===== config.mk =====
export PLATFORM = sky130hd
export DESIGN_NAME = hpwf_ctrl
export DESIGN_NICKNAME = d
export VERILOG_FILES = /design/src/design/hpwf_pkg.sv /design/src/design/hpwf_ctrl.sv
export SDC_FILE = /design/constraint.sdc
export NUM_CORES = 1
export LEC_CHECK = 0
export BUFFER_PORTS_ARGS = -buffer_cell sky130_fd_sc_hd__buf_2
export CELL_PAD_IN_SITES_DETAIL_PLACEMENT = 2
export CELL_PAD_IN_SITES_GLOBAL_PLACEMENT = 2
export CORE_MARGIN = 2
export CORE_UTILIZATION = 18
export CTS_CLUSTER_DIAMETER = 50
export CTS_CLUSTER_SIZE = 20
export DETAILED_ROUTE_END_ITERATION = 10
export GPL_TIMING_DRIVEN = 0
export HOLD_SLACK_MARGIN = 0.03
export PLACE_DENSITY_LB_ADDON = 0.1
export SLEW_MARGIN = 20
export SYNTH_ARGS = -nofsm -noshare
export SYNTH_HDL_FRONTEND = slang
export SYNTH_SLANG_ARGS = --single-unit

===== constraint.sdc =====
create_clock -name clock -period 1.1 [get_ports clock]
set_input_delay 0.11 -clock clock [delete_from_list [all_inputs] [get_ports clock]]
set_output_delay 0.11 -clock clock [all_outputs]
set_load 0.05 [all_outputs]

===== src/design/hpwf_pkg.sv =====
// Package with the shared types, constants and the arctangent table of the waypoint follower.
`default_nettype none
package hpwf_pkg;
   localparam int CORDIC_STEPS = 14;
   localparam int STEP_WIDTH = 4;
   localparam logic signed [17:0] ANG_PI = 18'sd25736;
   localparam logic signed [17:0] ANG_TWO_PI = 18'sd51472;

   localparam logic [2:0] REG_TURN_THRESHOLD = 3'd0;
   localparam logic [2:0] REG_MAX_SPEED = 3'd1;
   localparam logic [2:0] REG_GAIN_P = 3'd2;
   localparam logic [2:0] REG_GAIN_I = 3'd3;
   localparam logic [2:0] REG_GAIN_D = 3'd4;
   localparam logic [2:0] REG_ARRIVE_RADIUS = 3'd5;

   typedef enum logic [3:0] {
      ST_IDLE, ST_DIFF, ST_DIST, ST_DIST_SUM, ST_ARRIVE, ST_CORDIC, ST_WRAP,
      ST_DECIDE, ST_MUL_P, ST_MUL_I, ST_MUL_D, ST_ROUND, ST_OUT
   } state_type;

   typedef struct packed {
      logic load;
      logic diff;
      logic square;
      logic dist_sum;
      logic cordic_init;
      logic cordic_step;
      logic wrap;
      logic decide;
      logic mul_p;
      logic mul_i;
      logic mul_d;
      logic round;
      logic finish;
   } cmd_type;

   typedef struct packed {
      logic arrived;
      logic turn;
      logic cordic_done;
   } status_type;

   function automatic logic [12:0] atan_entry(input logic [STEP_WIDTH-1:0] idx);
      logic [12:0] v;
      unique case (idx)
         4'd0: v = 13'd6434;
         4'd1: v = 13'd3798;
         4'd2: v = 13'd2007;
         4'd3: v = 13'd1019;
         4'd4: v = 13'd511;
         4'd5: v = 13'd256;
         4'd6: v = 13'd128;
         4'd7: v = 13'd64;
         4'd8: v = 13'd32;
         4'd9: v = 13'd16;
         4'd10: v = 13'd8;
         4'd11: v = 13'd4;
         4'd12: v = 13'd2;
         4'd13: v = 13'd1;
         default: v = 13'd0;
      endcase
      return v;
   endfunction
endpackage
`default_nettype wire


===== src/design/hpwf_ctrl.sv =====
// Controller state machine that sequences one word through the datapath.
`default_nettype none
module hpwf_ctrl (
   input  wire logic clock,
   input  wire logic reset,
   input  wire logic req_valid,
   output logic req_stall,
   input  wire logic out_busy,
   input  wire hpwf_pkg::status_type status,
   output hpwf_pkg::cmd_type cmd
);
   hpwf_pkg::state_type state_ff, state_in;

   always_ff @(posedge clock) begin
      if (reset) begin
         state_ff <= hpwf_pkg::ST_IDLE;
      end else begin
         state_ff <= state_in;
      end
   end

   always_comb begin
      state_in = state_ff;
      unique case (state_ff)
         hpwf_pkg::ST_IDLE: if (req_valid) state_in = hpwf_pkg::ST_DIFF;
         hpwf_pkg::ST_DIFF: state_in = hpwf_pkg::ST_DIST;
         hpwf_pkg::ST_DIST: state_in = hpwf_pkg::ST_DIST_SUM;
         hpwf_pkg::ST_DIST_SUM: state_in = hpwf_pkg::ST_ARRIVE;
         hpwf_pkg::ST_ARRIVE: begin
            if (status.arrived) state_in = hpwf_pkg::ST_OUT;
            else state_in = hpwf_pkg::ST_CORDIC;
         end
         hpwf_pkg::ST_CORDIC: if (status.cordic_done) state_in = hpwf_pkg::ST_WRAP;
         hpwf_pkg::ST_WRAP: state_in = hpwf_pkg::ST_DECIDE;
         hpwf_pkg::ST_DECIDE: begin
            if (status.turn) state_in = hpwf_pkg::ST_OUT;
            else state_in = hpwf_pkg::ST_MUL_P;
         end
         hpwf_pkg::ST_MUL_P: state_in = hpwf_pkg::ST_MUL_I;
         hpwf_pkg::ST_MUL_I: state_in = hpwf_pkg::ST_MUL_D;
         hpwf_pkg::ST_MUL_D: state_in = hpwf_pkg::ST_ROUND;
         hpwf_pkg::ST_ROUND: state_in = hpwf_pkg::ST_OUT;
         hpwf_pkg::ST_OUT: if (!out_busy) state_in = hpwf_pkg::ST_IDLE;
         default: state_in = hpwf_pkg::ST_IDLE;
      endcase
   end

   always_comb begin
      cmd = '0;
      req_stall = 1'b1;
      unique case (state_ff)
         hpwf_pkg::ST_IDLE: begin
            req_stall = 1'b0;
            cmd.load = req_valid;
         end
         hpwf_pkg::ST_DIFF: cmd.diff = 1'b1;
         hpwf_pkg::ST_DIST: cmd.square = 1'b1;
         hpwf_pkg::ST_DIST_SUM: cmd.dist_sum = 1'b1;
         hpwf_pkg::ST_ARRIVE: cmd.cordic_init = 1'b1;
         hpwf_pkg::ST_CORDIC: cmd.cordic_step = 1'b1;
         hpwf_pkg::ST_WRAP: cmd.wrap = 1'b1;
         hpwf_pkg::ST_DECIDE: cmd.decide = 1'b1;
         hpwf_pkg::ST_MUL_P: cmd.mul_p = 1'b1;
         hpwf_pkg::ST_MUL_I: cmd.mul_i = 1'b1;
         hpwf_pkg::ST_MUL_D: cmd.mul_d = 1'b1;
         hpwf_pkg::ST_ROUND: cmd.round = 1'b1;
         hpwf_pkg::ST_OUT: cmd.finish = !out_busy;
         default: cmd = '0;
      endcase
   end
endmodule
`default_nettype wire


==> results.md <==
CTS:
- CTS built an H-tree with a depth of 1.
- At the later pin of the worst-skew pair, clock insertion delay measures 0.24 ns.
- The clock buffer count from CTS is 3.
- The clock transition at the register clock pins on the worst setup and hold paths after CTS is 0.04 ns.
- The maximum root-to-sink buffer count is 2.
- The clock root buffer master is sky130_fd_sc_hd__clkbuf_4.
- The total number of clock tree sinks is 4.
- The clock tree from TritonCTS is yes.

Floorplan:
- The die is ~50 um tall.
- The cell row count is 16.
- The standard cell core area is 1982 sq um.
- The number of top-level design ports is 21.
- The full die area is 2527 sq um.
- The die boundary width is 50.27 um.
- The initial utilization of the core area, before any placement, comes to 0.1944.

Status:
- The final reports fail on setup timing.
- The flow ran to the end, but the final reports show violations.

Layout:
- In the final layout, the registers with the most flip-flops are state_ff (4).
- Leaving out fill and tap cells, the most frequent cells in the layout are 19 x sky130_fd_sc_hd__buf_6, 7 x sky130_fd_sc_hd__nor2_4, 7 x sky130_fd_sc_hd__buf_2.
- The register with the most flip-flops is state_ff.
- The final cell area excluding filler cells is between 1000 and 1500 sq um.
- The register with the most flip-flops in the layout has 4 of them.
- The net count of the finished layout is 100.
- The most common cell after layout, fill and taps aside is sky130_fd_sc_hd__buf_6.
- Of the cells placed in the final design, the portion with a size suffix greater than 1 is 0.8242.
- The repair_antennas step left the layout with diodes totalling 0.
- Leaving out filler cells and counting taps, the final layout contains 118.
- The synthesis-to-layout area growth is 176.3%.
- Measured on the finished design, the core utilization comes to 0.5372.

Worst setup path:
- The kind of capture point of the worst setup path is a primary output.
- STA puts the critical path data required time at 0.99 ns.
- Along the worst path, the maximum fanout reaches 3.
- The signal on the critical path passes through or4_4 -> nor2_4 -> buf_8.
- The sort of element at the start of the critical path is a register.
- The start point of the critical path is state_ff[3].
- The critical path's largest stage delay is 0.57 ns.
- The startpoint identified for the worst register-to-register timing path is state_ff[3].
- The worst path arrival time is 1.40 ns.
- The worst setup path is of the reg2out kind.
- The largest individual stage delay along the critical path comes from the cell sky130_fd_sc_hd__or4_4.

Logic synthesis:
- The predominant post-synthesis flop cell is sky130_fd_sc_hd__dfxtp_1.
- The total of warnings raised by yosys is 0.
- The per-instance average area after synthesis is approximately 7.1 sq um.
- The number of synthesized register bits is 4.
- Synthesis produced a netlist with a net count of 61.
- Counting flops with a built-in enable in the synthesized netlist gives 0.
- For this run, the register share of the synthesized area comes to 0.2078.
- Counting distinct cell types in the post-synthesis netlist gives 27.
- The post-synthesis instance area is 385.4 sq um.
- Of all flip-flops after synthesis, the portion carrying an async set or reset was 0.
- After technology mapping, the gate count stands at between 50 and 60.

STA:
- Setup repair after global routing could not meet its margin everywhere.
- After layout, the worst setup slack is -0.4078 ns.
- The final number of hold-violating endpoints was 0.
- After layout, the minimum clock period comes to about 1.5 ns.
- The slew of the pin with the lowest slew margin is around 0.25 ns.
- Of the available clock period, the critical path in the final layout requires 1.371.
- Setup violations remaining at the end of the flow were counted as 18.
- Static timing analysis puts the maximum clock frequency at ~660 MHz.
- The headroom to the max-slew limit is 0.8366.
- The final number of max-transition violations is 0.
- The clock arrives with 0.004294 ns of skew.

Drt:
- Once detail routing completed, the nets flagged for antenna violations numbered 0.
- The routed wire length is 2.264 mm.
- In the routed layout, each cell is associated on average with a via count of 4.788.
- For this run, the detailed router's first-pass iteration total came to 4.
- The routed layout has between 500 and 600 vias.
- In the routed design, unresolved DRC markers number 0.
- The average wire length per cell after detail routing is around 19 um.
- The first routing iteration left 7 violations.

Pwr:
- The power density over the cells is 2903 nW/um^2.
- Summed over all cells, the static leakage comes to between 0.3 and 0.4 nW.
- The worst-case IR drop observed on VDD is 1.648 mV.

GRT:
- The met1 capacity usage during global routing is 0.2232.
- In the global route stage, overall resource usage came out at 0.1668.
- The first-pass GRT wire length is 3.063 mm.
- The most used routing layer is met2.
- For this run, global-route usage on met3 was measured as 0.02679.
- The pin count of the biggest net entering global routing is 11.
- For this run, global-route usage on met2 was measured as 0.2829.
- The overflow left after global routing is 0.
- The via count of the first global-routing pass is 579.
- The initial antenna violation count came to 0.

Place:
- The wire-length estimate of the detail-placed layout is 1.137 mm.
- Routability-driven placement finished with a final weighted congestion of 0.7441.
- After detailed placement, the design holds a cell count of 101.
- After detailed placement, the total cell area comes to 730.7 sq um.
- The number of buffers inserted by port buffering is 20.
- Prior to clock tree synthesis, the placed netlist has a worst setup slack of -0.2153 ns.

Min path:
- The startpoint of the most critical hold path is reset.
- The worst hold path belongs to the class in2reg.

Flow run:
- The total of max-cap violations is 0.
-- worst max-delay path, delay by kind of cell, from the launching register on --
family / cells / cell delay (ns)
and+or+nand+nor: 2 / 0.69
buffers and inverters: 1 / 0.15
DFF: 1 / 0.32
-- power by group --
part | internal [mW] | leakage, nW | switching, mW
clock network | 0.123 | 0.0138 | 0.0680
logic | 1.18 | 0.348 | 1.42
registers | 0.225 | 0.0350 | 0.0802
total | 1.53 | 0.397 | 1.56
-- cells by family (layout without fill, tap and decap cells) --
group,after synthesis,in the layout,synth area share
buffers and inverters,7,44,0.09739
and+or+nand+nor,30,30,0.4351
DFF,4,4,0.2078
AOI/OAI and AO/OA,13,13,0.2597
-- cells in the mapped netlist, types with 2 or more instances --
cell type,number,share of area
sky130_fd_sc_hd__dfxtp_1,4,0.21
sky130_fd_sc_hd__o21ai_0,2,0.026
sky130_fd_sc_hd__nor3_1,6,0.078
sky130_fd_sc_hd__nor2_1,8,0.078
sky130_fd_sc_hd__nand2_1,3,0.029
sky130_fd_sc_hd__nand2b_1,4,0.065
sky130_fd_sc_hd__buf_2,3,0.039
sky130_fd_sc_hd__nor2b_1,2,0.032
sky130_fd_sc_hd__inv_1,3,0.029
sky130_fd_sc_hd__o21a_1,2,0.039
-- final cells by class --
type | instances | area [sq um]
Fill cell | 191 | 917.1
Multi-Input combinational cell | 43 | 475.5
Timing Repair Buffer | 34 | 355.3
Sequential cell | 4 | 90.09
Buffer | 4 | 71.32
Tap cell | 27 | 33.78
Clock buffer | 3 | 22.52
Inverter | 3 | 16.27
-- metal layers --
| metal | vias up | routed length [um] | share of wire |
|---|---|---|---|
| li1 | 273 | - | - |
| met1 | 278 | 1024 | 0.45 |
| met2 | 12 | 1186 | 0.52 |
| met5 | - | 0 | 0 |
| met4 | 0 | 15 | 0.0066 |
| met3 | 2 | 38 | 0.017 |
-- repair_timing --
action / CTS / global route
hold buffers: 0 / 0
buffers inserted: 10 / 3
pin swaps: 11 / 5
cloned: 1 / 0
gates resized for setup: 43 / 14
endpoints found under the setup margin: 18 / 18
-- final timing paths --
path	end	slack, ns	depth (start not counted)
min reg2reg	state_ff[3]	0.71	3
min	state_ff[3]	0.06	2
max reg2reg	state_ff[2]	-0.35	5
max	cmd[12]	-0.41	3
-- stage by stage --
step	power (mW)	hold slack, ns	setup TNS, ns
after global routing	3.244	0.06886	-4.645
after CTS	2.789	0.05706	-3.755
after floorplan	1.734	0.1791	-1.233
final	3.091	0.06272	-3.982
after detailed placement	2.017	0.3145	-1.532
after global placement	2.004	0.3223	-1.459
No activity file was read; power rests on OpenSTA's default activity.
